File: src/hdl/ebml_hdr_pkg.sv
`default_nettype none

package ebml_hdr_pkg;

  localparam int IdW      = 32;
  localparam int SizeW    = 56;
  localparam int HlenW    = 4;
  localparam int StatusW  = 2;
  localparam int MaxIdW   = 3;
  localparam int MaxSizeW = 4;
  localparam int LenW     = 4;
  localparam int LeftW    = 3;
  localparam int InDataW  = 8;
  localparam int OutDataW = ((IdW + SizeW + HlenW + 7) / 8) * 8;
  localparam int CfgDataW = MaxSizeW;

  localparam logic [MaxIdW-1:0]   IdLimit   = 3'd4;
  localparam logic [MaxSizeW-1:0] SizeLimit = 4'd8;

  localparam logic [1:0] PH_ID_FIRST   = 2'd0;
  localparam logic [1:0] PH_ID_MORE    = 2'd1;
  localparam logic [1:0] PH_SIZE_FIRST = 2'd2;
  localparam logic [1:0] PH_SIZE_MORE  = 2'd3;

  localparam logic [StatusW-1:0] ST_OK       = 2'd0;
  localparam logic [StatusW-1:0] ST_BAD_ID   = 2'd1;
  localparam logic [StatusW-1:0] ST_BAD_SIZE = 2'd2;

  localparam logic CFG_MAX_ID   = 1'b0;
  localparam logic CFG_MAX_SIZE = 1'b1;

  typedef struct packed {
    logic [IdW-1:0]     elem_id;
    logic [SizeW-1:0]   payload_size;
    logic [HlenW-1:0]   hdr_len;
    logic [StatusW-1:0] status;
  } result_t;

  // Length announced by a first byte: 1 to 8, or 9 when the byte is zero.
  function automatic logic [LenW-1:0] vint_len(input logic [7:0] b);
    logic [LenW-1:0] len;
    len = 4'd9;
    for (int i = 0; i < 8; i++) begin
      if (b[i]) begin
        len = LenW'(8 - i);
      end
    end
    return len;
  endfunction

endpackage

`default_nettype wire

File: src/hdl/ebml_element_header_parser_core.sv
// Channel   Dir  Request holds
// s_axis    in   tdata[7:0] data_byte; tuser[0] restart
// m_axis    out  tdata elem_id, payload_size, hdr_len; tuser[1:0] status
// cfg       in   cfg_addr 0 max_id_bytes, 1 max_size_bytes; cfg_wdata value
//
// One header byte is taken per cycle unless the input is stalled; the decode of a byte is a single
// priority encode and shift-in between the input handshake and the result register.
// A result is ready in m_axis the cycle after the byte that completes or aborts a header.
// Input is stalled only while the result register is full and m_axis_tready is low.
// rst is synchronous and active high; limits return to 4 ID bytes and 8 size bytes.

`default_nettype none

module ebml_element_header_parser_core (
  input  wire                               clk,
  input  wire                               rst,
  input  wire                               s_axis_tvalid,
  output logic                              s_axis_tready,
  input  wire  [ebml_hdr_pkg::InDataW-1:0]  s_axis_tdata,  // [7:0] data_byte
  input  wire                               s_axis_tuser,  // [0] restart
  output logic                              m_axis_tvalid,
  input  wire                               m_axis_tready,
  // [31:0] elem_id, [87:32] payload_size, [91:88] hdr_len, [95:92] zero
  output logic [ebml_hdr_pkg::OutDataW-1:0] m_axis_tdata,
  output logic [ebml_hdr_pkg::StatusW-1:0]  m_axis_tuser,  // [1:0] status
  input  wire                               cfg_wr_en,
  input  wire                               cfg_addr,
  input  wire  [ebml_hdr_pkg::CfgDataW-1:0] cfg_wdata
);
  import ebml_hdr_pkg::*;

  logic [1:0]          phase;
  logic [LeftW-1:0]    bytes_left;
  logic [IdW-1:0]      id_accum;
  logic [SizeW-1:0]    size_accum;
  logic [MaxIdW-1:0]   id_length;
  logic [MaxSizeW-1:0] size_length;
  logic [MaxIdW-1:0]   max_id_bytes;
  logic [MaxSizeW-1:0] max_size_bytes;
  result_t             result;

  logic [1:0]          phase_next;
  logic [LeftW-1:0]    bytes_left_next;
  logic [IdW-1:0]      id_accum_next;
  logic [SizeW-1:0]    size_accum_next;
  logic [MaxIdW-1:0]   id_length_next;
  logic [MaxSizeW-1:0] size_length_next;
  result_t             result_next;
  logic                emit;

  logic                accept;
  logic [7:0]          b;
  logic [LenW-1:0]     len;
  logic [MaxIdW-1:0]   id_lim;
  logic [MaxSizeW-1:0] size_lim;
  logic [1:0]          cur_phase;

  assign accept        = s_axis_tvalid && s_axis_tready;
  assign s_axis_tready = !m_axis_tvalid || m_axis_tready;
  assign b             = s_axis_tdata;
  assign len           = vint_len(b);
  assign cur_phase     = s_axis_tuser ? PH_ID_FIRST : phase;

  always_comb begin
    if (max_id_bytes == '0) begin
      id_lim = MaxIdW'(1);
    end else if (max_id_bytes > IdLimit) begin
      id_lim = IdLimit;
    end else begin
      id_lim = max_id_bytes;
    end
    if (max_size_bytes == '0) begin
      size_lim = MaxSizeW'(1);
    end else if (max_size_bytes > SizeLimit) begin
      size_lim = SizeLimit;
    end else begin
      size_lim = max_size_bytes;
    end
  end

  always_comb begin
    phase_next       = cur_phase;
    bytes_left_next  = bytes_left;
    id_accum_next    = id_accum;
    size_accum_next  = size_accum;
    id_length_next   = id_length;
    size_length_next = size_length;
    emit             = 1'b0;
    result_next      = '0;
    unique case (cur_phase)
      PH_ID_FIRST: begin
        if (len > LenW'(id_lim)) begin
          emit               = 1'b1;
          result_next.status = ST_BAD_ID;
        end else begin
          id_accum_next   = IdW'(b);
          id_length_next  = MaxIdW'(len);
          bytes_left_next = LeftW'(len - 4'd1);
          phase_next      = (len != 4'd1) ? PH_ID_MORE : PH_SIZE_FIRST;
        end
      end
      PH_ID_MORE: begin
        id_accum_next   = {id_accum[IdW-9:0], b};
        bytes_left_next = bytes_left - 3'd1;
        if (bytes_left == 3'd1) begin
          phase_next = PH_SIZE_FIRST;
        end
      end
      PH_SIZE_FIRST: begin
        if (len > size_lim) begin
          emit               = 1'b1;
          result_next.status = ST_BAD_SIZE;
        end else begin
          size_accum_next  = SizeW'(b & (8'hFF >> len));
          size_length_next = len;
          bytes_left_next  = LeftW'(len - 4'd1);
          if (len == 4'd1) begin
            emit                     = 1'b1;
            result_next.elem_id      = id_accum;
            result_next.payload_size = SizeW'(b & (8'hFF >> len));
            result_next.hdr_len      = HlenW'(id_length) + len;
            result_next.status       = ST_OK;
          end else begin
            phase_next = PH_SIZE_MORE;
          end
        end
      end
      PH_SIZE_MORE: begin
        size_accum_next = {size_accum[SizeW-9:0], b};
        bytes_left_next = bytes_left - 3'd1;
        if (bytes_left == 3'd1) begin
          emit                     = 1'b1;
          result_next.elem_id      = id_accum;
          result_next.payload_size = {size_accum[SizeW-9:0], b};
          result_next.hdr_len      = HlenW'(id_length) + size_length;
          result_next.status       = ST_OK;
        end
      end
      default: begin
        phase_next = PH_ID_FIRST;
      end
    endcase
    if (emit) begin
      phase_next      = PH_ID_FIRST;
      bytes_left_next = '0;
    end
  end

  always_ff @(posedge clk) begin
    if (rst) begin
      phase          <= PH_ID_FIRST;
      bytes_left     <= '0;
      max_id_bytes   <= IdLimit;
      max_size_bytes <= SizeLimit;
      m_axis_tvalid  <= 1'b0;
    end else begin
      if (cfg_wr_en) begin
        if (cfg_addr == CFG_MAX_ID) begin
          max_id_bytes <= cfg_wdata[MaxIdW-1:0];
        end else begin
          max_size_bytes <= cfg_wdata;
        end
      end
      if (accept) begin
        phase      <= phase_next;
        bytes_left <= bytes_left_next;
      end
      if (accept && emit) begin
        m_axis_tvalid <= 1'b1;
      end else if (m_axis_tready) begin
        m_axis_tvalid <= 1'b0;
      end
    end
  end

  always_ff @(posedge clk) begin
    if (accept) begin
      id_accum    <= id_accum_next;
      size_accum  <= size_accum_next;
      id_length   <= id_length_next;
      size_length <= size_length_next;
    end
    if (accept && emit) begin
      result <= result_next;
    end
  end

  assign m_axis_tdata = {(OutDataW - IdW - SizeW - HlenW)'(0), result.hdr_len,
                         result.payload_size, result.elem_id};
  assign m_axis_tuser = result.status;

`ifndef SYNTH
  a_err_zeroed: assert property (@(posedge clk) disable iff (rst)
    m_axis_tvalid && (m_axis_tuser == ST_BAD_ID || m_axis_tuser == ST_BAD_SIZE)
    |-> m_axis_tdata == '0)
    else $error("error result carries nonzero fields");

  a_ok_len: assert property (@(posedge clk) disable iff (rst)
    m_axis_tvalid && m_axis_tuser == ST_OK
    |-> result.hdr_len >= 4'd2 && result.hdr_len <= 4'd12 && result.elem_id != '0)
    else $error("ok result with impossible header length or empty ID");

  a_more_left: assert property (@(posedge clk) disable iff (rst)
    (phase == PH_ID_MORE || phase == PH_SIZE_MORE) |-> bytes_left != '0)
    else $error("continuation phase with no bytes left");

  a_emit_restart: assert property (@(posedge clk) disable iff (rst)
    accept && emit |=> phase == PH_ID_FIRST && bytes_left == '0 && m_axis_tvalid)
    else $error("parser did not return to the first ID byte after a result");

  a_stall_hold: assert property (@(posedge clk) disable iff (rst)
    m_axis_tvalid && !m_axis_tready |-> !accept)
    else $error("request taken while the result register is blocked");
`endif

endmodule

`default_nettype wire
File: config.mk
export PLATFORM = sky130hd
export DESIGN_NAME = ebml_element_header_parser_core
export DESIGN_NICKNAME = d
export VERILOG_FILES = /design/src/hdl/ebml_hdr_pkg.sv /design/src/hdl/ebml_element_header_parser_core.sv
export SDC_FILE = /design/constraint.sdc
export NUM_CORES = 1
export LEC_CHECK = 0
export ABC_AREA = 1
export BUFFER_PORTS_ARGS = -buffer_cell sky130_fd_sc_hd__buf_2
export CAP_MARGIN = 20
export CORE_MARGIN = 3
export CORE_UTILIZATION = 30
export CTS_CLUSTER_DIAMETER = 80
export DETAILED_ROUTE_END_ITERATION = 7
export GPL_TIMING_DRIVEN = 0
export PLACE_DENSITY_LB_ADDON = 0.3
export SLEW_MARGIN = 20
export SYNTH_ARGS = -nofsm -noshare
export SYNTH_HDL_FRONTEND = slang
export SYNTH_SLANG_ARGS = --single-unit
export TNS_END_PERCENT = 100
File: constraint.sdc
create_clock -name clk -period 5.8 [get_ports clk]
set_input_delay 0.58 -clock clk [delete_from_list [all_inputs] [get_ports clk]]
set_output_delay 0.58 -clock clk [all_outputs]
set_load 0.02 [all_outputs]
Word-level counts from Yosys, hierarchy flattened. Cells that the tools add are included.

$add $sub $neg: 4. $lt $le $gt $ge: 4. Eq/ne operators: 10. Shifts and indexed selects: 1. Mux-type cells: 42. Bitwise operators: 4. Reductions and logical operators: 18.

Operators with widths (number): 94-bit two-way mux (2); 92-bit case mux with 2 select lines (1); 48-bit case mux with 2 select lines (1); 92-bit two-way mux (1); 32-bit case mux with 2 select lines (1); 8-bit by 56-bit AND with 56-bit output (1); 8-bit by 4-bit >> shifter with 56-bit output (first input constant) (1); 48-bit two-way mux (1); 4-bit two-way mux (9); 32-bit two-way mux (1); 2-bit two-way mux (8); 3-bit two-way mux (5); 3-bit AND reduction (5); 2-bit case mux with 3 select lines (2); 3-bit case mux with 3 select lines (1); 3-bit by 4-bit adder with 4-bit output (2); 1-bit two-way mux (8); 3-bit inequality test (second input constant) (2); 2-bit nonzero test (3); 3-bit by 1-bit subtractor with 3-bit output (second input constant) (2); 2-bit == test (second input constant) (2); 4-bit by 1-bit == test with 1-bit output (second input constant) (1); 4-bit by 3-bit > comparator with 1-bit output (1); 4-bit > comparator (1); 16 further kinds (21).

Bits in registers: 194. Bits of input ports: 19. Output and inout bits: 100. Word-level logic and storage cells: 96.

Logic depth before layout (Yosys ltp). Gate-level depths: netlist (run 1).

Depth in word-level cells: 14. Mapped depth: 20. Depth with buffers taken out: 20.

Worst setup path after synthesis (run 1). No wires, ideal clock.

Path type: input-to-reg. From: input port s_axis_tdata[4] (netlist name). To: register id_accum[0] (enable). Setup time: 0.461 ns. Arrival time: 4.025 ns. Slack: 1.314 ns. Stages on the path: 11. Path buffers: 0. Path through: nor2_1 nand2_1 a21oi_1 ha_1 nand3_1 nand2_1 nand2_1 nand2_1 nand2_2 inv_1 nor3_1.

Cells in the longest elaborated chain, start to end: 7.

RTL lines: start: declaration (line ebml_element_header_parser_core.sv:19) `input wire [ebml_hdr_pkg::InDataW-1:0] s_axis_tdata,`; 4-bit two-way mux (4 in series) (line ebml_hdr_pkg.sv:44) `if (b[i]) begin`; named net len[1] (line ebml_element_header_parser_core.sv:53) `logic [LenW-1:0] len;`; 4-bit by 3-bit > comparator with 1-bit output (line ebml_element_header_parser_core.sv:92) `if (len > LenW'(id_lim)) begin`; 2-bit inequality test (no line); 3-bit AND reduction (no line); end signal: assignment (line ebml_element_header_parser_core.sv:178) `id_accum <= id_accum_next;`; end: declaration (line ebml_element_header_parser_core.sv:34) `logic [IdW-1:0] id_accum;`.

The timed path passes the listed nets, and every way through them passes these cells. A chain may end at the register's enable or synchronous reset.

Worst setup path in the final report (run 1).
From: input port s_axis_tdata[7] (netlist name). To: register id_accum[28] (enable).

Cells in the longest elaborated chain, start to end: 4.

RTL lines (line): 4-bit two-way mux (ebml_hdr_pkg.sv:44); named net len[2] (ebml_element_header_parser_core.sv:53); 4-bit by 3-bit > comparator with 1-bit output (ebml_element_header_parser_core.sv:92); 2-bit inequality test (no line); 3-bit AND reduction (no line).

The timed path passes the listed nets, and every way through them passes these cells.

==> results.toml, run 1 <==
[clocking]
cts_sinks = 194
cts_tree = "done"
h-tree-depth = 4
worstSkewPairLatency_ps = 440
cts-root-buf = "clkbuf_16"
clkTransAtPathRegs_ps = 70
numCtsBuffers = 17
clockBufferDepth = 2
cts-resized-gates = 0
hold_buffers = 0
postCtsSetupRepairBufs = 0

[synth]
yosys_warnings = 0
syn_area_mm2 = 0.00794
synthArstFlopShare_pct = 0
synth_edf_count = 181
synth.yosys.seq_area_share_pct = 71.7
syn-mean-instance-area_um2 = 12.1
syn-instance-count = 654
yosys_register_bits = 194
synth-main-ff-cell = "edfxtp_1"
synth.distinct_cells = 40

[die]
coreArea_mm2 = 0.0256
dieWidth_um = 169
fp-row-count = 58
initial_core_util_pct = 31.0
io_pins = 119
die_h_um = 169
die_area_mm2 = 0.0285

[place]
dpl_worst_slack_ps = 1840
gp_congestion = 0.828
placed_area_mm2 = 0.00903
place_hpwl_um = 11800
portBuffers = 114

[sta]
final_hold_viol_count = 0
hold_ws_ps = 355
rsz0062_at_grt = "false"
max_slew_margin_pct = 50.4
tns_ps = 0
setup_slack_ps = 2330
setup_viol = 0
min_period_over_period_pct = 59.9
worst_slew_pin_slew_ps = 740
fmax_mhz = 288
period_needed_ps = 3470
finClkSkew_ps = 18.9
final_max_slew_viol_count = 0

[global_route]
grt_pass1_vias = 4880
grt_pass1_wl_um = 26100
grt_max_degree = 72
track_usage_pct = 11.9
antenna_found_initial = 4
grt_remaining_overflow = 0

[power_and_ir_drop]
ir_drop_v = 0.000128
power.share.clock_pct = 38.0
swShare_pct = 25.2
sequentialPowerShare_pct = 53.0
leakage_nw = 4.00
p_comb_share_pct = 8.9
p_sw_uw = 777
internal-power_mw = 2.31
powerDensity_mw_per_mm2 = 321

[routing]
dr.pass1.iters = 4
drc_errors = 0
vias_per_cell = 4.26
dr.first_iter.drc_count = 293
wire_per_inst_um = 14.5
ant_nets = 0
wl_um = 16600
vias = 4850

[setup_path]
crit_type = "primary input to register"
crit_path_frequent_cell = "nand2_1"
startpoint_type = "primary input"
cp_slowest_stage_delay_ps = 570
cp_max_fo = 10
critPathTopFamily = "simple AND/OR/NAND/NOR gates"
worst-path-buf-inv = 6
crit_required_ps = 5950
cp_slowest_cell = "nor3_2"
path_cells = "buf_2 > inv_1 > nand2_2 > nor2_1 > ha_1 > a21oi_1 > nand2_1 > nand2_1 > nand2_1 > nand2_2 > inv_1 > nor3_2 > buf_6 > buf_4 > buf_6"
crit_arrival_ps = 3620
cp-end-kind = "register"

[min_path]
min_path_type = "primary input to register"

[layout]
drive_gt1_share_pct = 23.4
stdcell_area_mm2 = 0.00963
area_delta_synth_final_pct = 21.2
nets = 835
layout_commonest_cell = "edfxtp_1"
final_core_util_pct = 37.6
mostFrequentLayoutCells = "edfxtp_1, nor2_1, buf_2"

[status]
status = "complete, no violations"

[run]
cap_violations = 0
-- per-layer routing --
layer	track usage (%)	part of all wire, %	up-vias
met5	0	0.33	-
met4	4.87	2.2	6
met3	3.64	6.8	28
met2	19.5	47	129
met1	14.7	43	2241
li1	-	-	2446
-- worst paths after layout --
kind	slack, ps	cells past startpoint	to	from
setup / recovery	2330	15	id_accum[28]$_SDFFCE_PN0P_	s_axis_tdata[7]
hold / removal	360	1	id_accum[2]$_DFFE_PP_	s_axis_tdata[2]
setup reg to reg	3070	12	id_accum[28]$_SDFFCE_PN0P_	max_id_bytes[2]$_SDFFE_PP1P_
hold reg to reg	460	2	max_id_bytes[0]$_SDFFE_PP0P_	max_id_bytes[0]$_SDFFE_PP0P_
-- state kept, by name, summed over array words and instances, names as in the netlist --
| signal | flops |
|---|---|
| max_id_bytes | 3 |
| m_axis_tuser | 2 |
| id_accum | 32 |
| size_accum | 48 |
| phase | 2 |
| m_axis_tvalid | 1 |
| bytes_left | 3 |
| size_length | 4 |
| max_size_bytes | 4 |
| id_length | 3 |
| m_axis_tdata | 92 |
-- per-stage QoR --
step           std cells  power, mW
2_1_floorplan        657       1.85
3_3_place_gp        1101       1.94
3_5_place_dp        1106       1.95
4_1_cts             1138       3.13
5_1_grt             1139       3.21
6_report            1139       3.09
-- layout make-up --
class / count / area (um^2)
antenna: 1 / 2.50
buffer: 24 / 126
clock buffer: 17 / 425
clock inverter: 15 / 171
fill: 2503 / 16000
inverter: 118 / 450
multi-input combinational: 321 / 1690
sequential: 194 / 5700
tap: 330 / 413
timing repair buffer: 119 / 648
-- synthesized netlist by cell type (2+ instances only) --
| library cell | instances | area share [%] |
|---|---|---|
| a21oi_2 | 2 | 0.22 |
| buf_2 | 11 | 0.69 |
| o21ai_0 | 14 | 0.88 |
| o22ai_1 | 3 | 0.24 |
| nor2_2 | 3 | 0.24 |
| a21oi_1 | 48 | 3.0 |
| a21o_1 | 2 | 0.19 |
| nand3_1 | 11 | 0.69 |
| a21boi_0 | 7 | 0.66 |
| inv_2 | 2 | 0.095 |
| a211oi_2 | 2 | 0.31 |
| clkbuf_1 | 8 | 0.38 |
| nand2_2 | 3 | 0.24 |
| nor2_4 | 2 | 0.28 |
| ha_1 | 19 | 3.0 |
| fa_1 | 2 | 0.50 |
| inv_1 | 115 | 5.4 |
| nor2_1 | 137 | 6.5 |
| nand2_1 | 42 | 2.0 |
| edfxtp_1 | 181 | 68 |
| buf_4 | 4 | 0.38 |
| nor3_1 | 3 | 0.19 |
| dfxtp_1 | 13 | 3.3 |
| o211ai_1 | 4 | 0.38 |
-- kinds of logic (layout without fill, tap and decap cells) --
kind of cell	after synthesis	after routing	share of synthesized area [%]
fa+ha+maj	21	21	3.50
flops	194	194	71.7
xor+xnor	2	2	0.221
other cells	1	5	0.0472
simple gates	207	207	11.0
compound gates	87	87	6.35
buf+inv	142	293	7.20
-- power groups by stage --
stage | clock, mW | sequential, mW | combinational, mW
after floorplan | 0 | 1.72 | 0.125
after global routing | 1.25 | 1.64 | 0.309
after global placement | 0 | 1.68 | 0.265
after CTS | 1.21 | 1.64 | 0.281
final | 1.17 | 1.64 | 0.276
after detailed placement | 0 | 1.67 | 0.280
Note: power is estimated with default switching activity, not from simulation.
==> run 2, diff against run 1 <==
==> constraint.sdc (replaced) <==
create_clock -name clk -period 3.5 [get_ports clk]
set_input_delay 0.35 -clock clk [delete_from_list [all_inputs] [get_ports clk]]
set_output_delay 0.35 -clock clk [all_outputs]
set_load 0.02 [all_outputs]
==> run 2 against run 1 <==
Against the previous run:
- register-to-register slack lost 2300 ps
- total power grew 66%
- global-route usage grew 0.10 points
- utilization is essentially flat
- clock power grew 67%
- final cell count shrank 0.18%
- critical path type unchanged
- largest power group unchanged
==> results.toml, run 2 (synthesized netlist as in run 1, its figures left out) <==
[setup_path]
worst-path-buf-inv = 5
cp_slowest_stage_delay_ps = 510
cp_max_fo = 60
startpoint_type = "primary input"
crit_path_frequent_cell = "nand2_1"
crit_type = "primary input to register"
critPathTopFamily = "buffers and inverters"
crit_required_ps = 3640
cp_slowest_cell = "a21oi_1"
cp-end-kind = "register"
crit_arrival_ps = 2980
path_cells = "buf_2 > nor2_1 > nand2_1 > a21oi_1 > inv_1 > ha_1 > nand2_1 > inv_1 > a21oi_1 > nand3_1 > nand2_1 > inv_6 > buf_16"

[clocking]
numCtsBuffers = 17
cts-resized-gates = 0
cts-root-buf = "clkbuf_16"
h-tree-depth = 4
worstSkewPairLatency_ps = 420
hold_buffers = 0
postCtsSetupRepairBufs = 0
cts_tree = "done"
clkTransAtPathRegs_ps = 70
clockBufferDepth = 2
cts_sinks = 194

[layout]
fin_cells = 1137
drive_gt1_share_pct = 23.2
mostFrequentLayoutCells = "edfxtp_1, nor2_1, buf_2"
nets = 834
final_core_util_pct = 37.6
area_delta_synth_final_pct = 21.2
largest_reg_flops = 92
layout_commonest_cell = "edfxtp_1"
stdcell_area_mm2 = 0.00963
fillers = 2542
n_antenna_cell = 0

[routing]
m1WireLength_um = 7570
vias = 4876
drc_errors = 0
wl_um = 16600
ant_nets = 0
wire_per_inst_um = 14.6
vias_per_cell = 4.29
met2WireLength_um = 7860
wl_met3_um = 918
highest_layer = "met5"
dr.first_iter.drc_count = 303
dr.pass1.iters = 4

[die]
die_area_mm2 = 0.0285
dieWidth_um = 169
io_pins = 119
die_h_um = 169
initial_core_util_pct = 31.0
fp-row-count = 58
coreArea_mm2 = 0.0256

[power_and_ir_drop]
powerDensity_mw_per_mm2 = 532
leakage_nw = 3.99
ir_drop_v = 0.000224
total_power_mw = 5.12

[sta]
hold_ws_ps = 143
setup_slack_ps = 664
worst_slew_pin_slew_ps = 702
rsz0062_at_grt = "false"
setup_viol = 0
min_period_over_period_pct = 81.0
max_slew_margin_pct = 52.6
final_hold_viol_count = 0
finClkSkew_ps = 9.64
tns_ps = 0
fmax_mhz = 353
final_max_slew_viol_count = 0
period_needed_ps = 2840

[place]
dp.cells = 1105
dpl_worst_slack_ps = 161
place_hpwl_um = 11800
portBuffers = 114
gp_congestion = 0.838
placed_area_mm2 = 0.00903

[status]
status = "complete, no violations"

[global_route]
grt_pass1_vias = 4914
grt_pass1_wl_um = 26400
grt_max_degree = 61
track_usage_pct = 12.0
antenna_found_initial = 3
grt_remaining_overflow = 0

[min_path]
min_path_type = "primary input to register"

[run]
cap_violations = 0
[run 2: path summary, 6_finish.rpt]
kind / start / endpoint / slack (ps) / depth (start not counted)
max reg2reg: max_size_bytes[0]$_SDFFE_PP0P_ / m_axis_tdata[66]$_DFFE_PP_ / 770 / 12
min reg2reg: max_id_bytes[0]$_SDFFE_PP0P_ / max_id_bytes[0]$_SDFFE_PP0P_ / 470 / 2
min: s_axis_tdata[1] / id_accum[1]$_DFFE_PP_ / 140 / 1
max: s_axis_tdata[4] / m_axis_tdata[66]$_DFFE_PP_ / 660 / 13
[run 2: report_power, final]
part | switching, mW | total, mW | internal, mW
logic | 0.326 | 0.461 | 0.135
registers | 0.0406 | 2.71 | 2.67
clock network | 0.924 | 1.95 | 1.02
[run 2: cell type report]
class / instances / area, um^2 / share of cell area, %
flip-flops and latches: 194 / 5700 / 59.2
well taps: 330 / 413 / 4.29
multi-input cells: 321 / 1700 / 17.7
repair buffers: 118 / 644 / 6.69
clock inverters: 15 / 173 / 1.79
plain buffers: 24 / 126 / 1.31
clock buffers: 17 / 425 / 4.42
inverters: 118 / 450 / 4.68
[run 2: layer usage]
metal / GRT usage, % / vias to the layer above
li1: - / 2448
met3: 3.32 / 23
met2: 19.7 / 106
met1: 15.7 / 2293
met4: 3.59 / 6
met5: 0 / -
==> run 3, diff against run 2 <==
==> constraint.sdc (replaced) <==
create_clock -name clk -period 2.7 [get_ports clk]
set_input_delay 0.27 -clock clk [delete_from_list [all_inputs] [get_ports clk]]
set_output_delay 0.27 -clock clk [all_outputs]
set_load 0.02 [all_outputs]
==> run 3 against run 2 <==
Against the previous run:
- count of clock-buffer cells in the layout did not move
- routed wire length rose by 4.9%
- via count rose by 0.39%
- sequential power rose by 30%
- critical endpoint is now m_axis_tdata[44]$_DFFE_PP_
- largest power group unchanged
==> results.toml, run 3 (synthesized netlist as in run 1, its figures left out) <==
[setup_path]
crit_required_ps = 2790
r2r_end = "m_axis_tdata[44]$_DFFE_PP_"
reg2regPathDepth = 11
crit_type = "register to register"
startpoint_type = "register"
cp_max_fo = 48
cp-end-kind = "register"
crit_arrival_ps = 2640
timing.rr.start = "max_size_bytes[0]$_SDFFE_PP0P_"
ff2ff_setup_slack_ps = 150

[power_and_ir_drop]
p_sw_mw = 1.72
powerDensity_mw_per_mm2 = 685
ir_drop_v = 0.000308
swShare_pct = 26.1
internal-power_mw = 4.88
sequentialPowerShare_pct = 53.3
leakage_nw = 3.98
p_comb_share_pct = 9.2
power.share.clock_pct = 37.5
total_power_mw = 6.60

[clocking]
hold_buffers = 0
numCtsBuffers = 17
clockBufferDepth = 2
cts_tree = "done"
clkTransAtPathRegs_ps = 80
worstSkewPairLatency_ps = 440
h-tree-depth = 4
cts-root-buf = "clkbuf_16"
cts_sinks = 194
postCtsSetupRepairBufs = 0

[die]
die_area_mm2 = 0.0285
coreArea_mm2 = 0.0256
io_pins = 119
dieWidth_um = 169
fp-row-count = 58
initial_core_util_pct = 31.0
die_h_um = 169

[place]
placed_area_mm2 = 0.00899
place_hpwl_um = 11600
portBuffers = 114
dp.cells = 1103
gp_congestion = 0.825

[routing]
vias = 4895
vias_per_cell = 4.30
wl_um = 17400
ant_nets = 0
drc_errors = 0
dr.pass1.iters = 4
dr.first_iter.drc_count = 303
wire_per_inst_um = 15.3

[layout]
fin_cells = 1138
area_delta_synth_final_pct = 21.3
final_core_util_pct = 37.6
layout_commonest_cell = "edfxtp_1"
nets = 835
multi_input_area_mm2 = 0.00172
register_area_mm2 = 0.00570
n_antenna_cell = 0
stdcell_area_mm2 = 0.00964
fillers = 2508
drive_gt1_share_pct = 23.9
mostFrequentLayoutCells = "edfxtp_1, nor2_1, buf_2"
largest_reg_flops = 92

[min_path]
whs_endpoint = "id_accum[2]$_DFFE_PP_"
whs_path_depth = 1
min_from = "s_axis_tdata[2]"
min_path_type = "primary input to register"

[global_route]
grt_use_met2_pct = 19.7
grt_pass1_wl_um = 26700
antenna_found_initial = 4
grt_max_degree = 97
grt_pass1_vias = 4836
grt.met1_usage_pct = 15.9
grt_remaining_overflow = 0
grt_busiest_layer = "met2"
track_usage_pct = 12.3
gr-usage-met3_pct = 3.46

[sta]
setup_viol = 0
fmax_mhz = 393
worst_slew_pin_slew_ps = 698
rsz0062_at_grt = "true"
min_period_over_period_pct = 94.3
final_max_slew_viol_count = 0
finClkSkew_ps = 21.3
max_slew_margin_pct = 53.5
period_needed_ps = 2550
final_hold_viol_count = 0

[run]
cap_violations = 0

[status]
status = "complete, no violations"
[run 3: power by group through the flow]
| stage | combinational (mW) | sequential, mW | clock (mW) |
|---|---|---|---|
| after floorplan | 0.275 | 3.69 | 0 |
| after global placement | 0.576 | 3.59 | 0 |
| after detailed placement | 0.596 | 3.59 | 0 |
| after CTS | 0.602 | 3.52 | 2.54 |
| after global routing | 0.679 | 3.54 | 2.66 |
| final | 0.610 | 3.52 | 2.48 |
[run 3: per-stage QoR]
step	setup slack [ps]	setup TNS (ps)	hold slack, ps
3_3_place_gp	-955	-143390	448
3_5_place_dp	-764	-94050	449
4_1_cts	44.7	0	31.5
6_report	155	0	58.6
2_1_floorplan	8.77	0	339
5_1_grt	-77.9	-3490	48.4
[run 3: cell type report]
type / count / share of cell area (%)
Buffer: 24 / 1.31
Multi-Input combinational cell: 321 / 17.8
Sequential cell: 194 / 59.1
Timing Repair inverter: 3 / 0.286
Timing Repair Buffer: 116 / 6.19
Tap cell: 330 / 4.28
Clock buffer: 17 / 4.41
Inverter: 118 / 4.93
Clock inverter: 15 / 1.67
[run 3: worst max-delay path, stage by stage (launching register included)]
cell,delay (ps)
dfxtp_1,330
nor3_1,220
o21ai_0,130
ha_1,310
inv_1,40
o21bai_1,110
nand2_1,60
nand2_1,70
nand3_1,150
nand3_1,180
nand2_2,240
inv_8,370
[run 3: timing repair]
item | in CTS | in global routing
setup endpoints to repair | 142 | 159
gates cloned | 1 | 2
gates resized for setup | 5 | 5
pin swaps | 0 | 0
[run 3: per-layer routing]
metal | vias to the layer above | part of all wire (%) | wire length [um]
met4 | 8 | 2.1 | 367
li1 | 2447 | - | -
met2 | 133 | 47 | 8140
met5 | - | 0.29 | 50
met3 | 31 | 6.2 | 1090
met1 | 2276 | 45 | 7800
[run 3: worst max path at each step]
| stage | from | end | slack, ps |
|---|---|---|---|
| floorplan | s_axis_tdata[5] | id_accum[0]$_DFFE_PP_ | 9 |
| global route | max_size_bytes[0]$_SDFFE_PP0P_ | size_accum[10]$_SDFFCE_PN0P_ | -80 |
| detailed placement | s_axis_tdata[7] | size_accum[41]$_SDFFCE_PN0P_ | -760 |
| CTS | max_size_bytes[0]$_SDFFE_PP0P_ | m_axis_tdata[50]$_DFFE_PP_ | 40 |
| finish | max_size_bytes[0]$_SDFFE_PP0P_ | m_axis_tdata[44]$_DFFE_PP_ | 150 |
| global placement | s_axis_tdata[7] | id_accum[27]$_SDFFCE_PN0P_ | -950 |
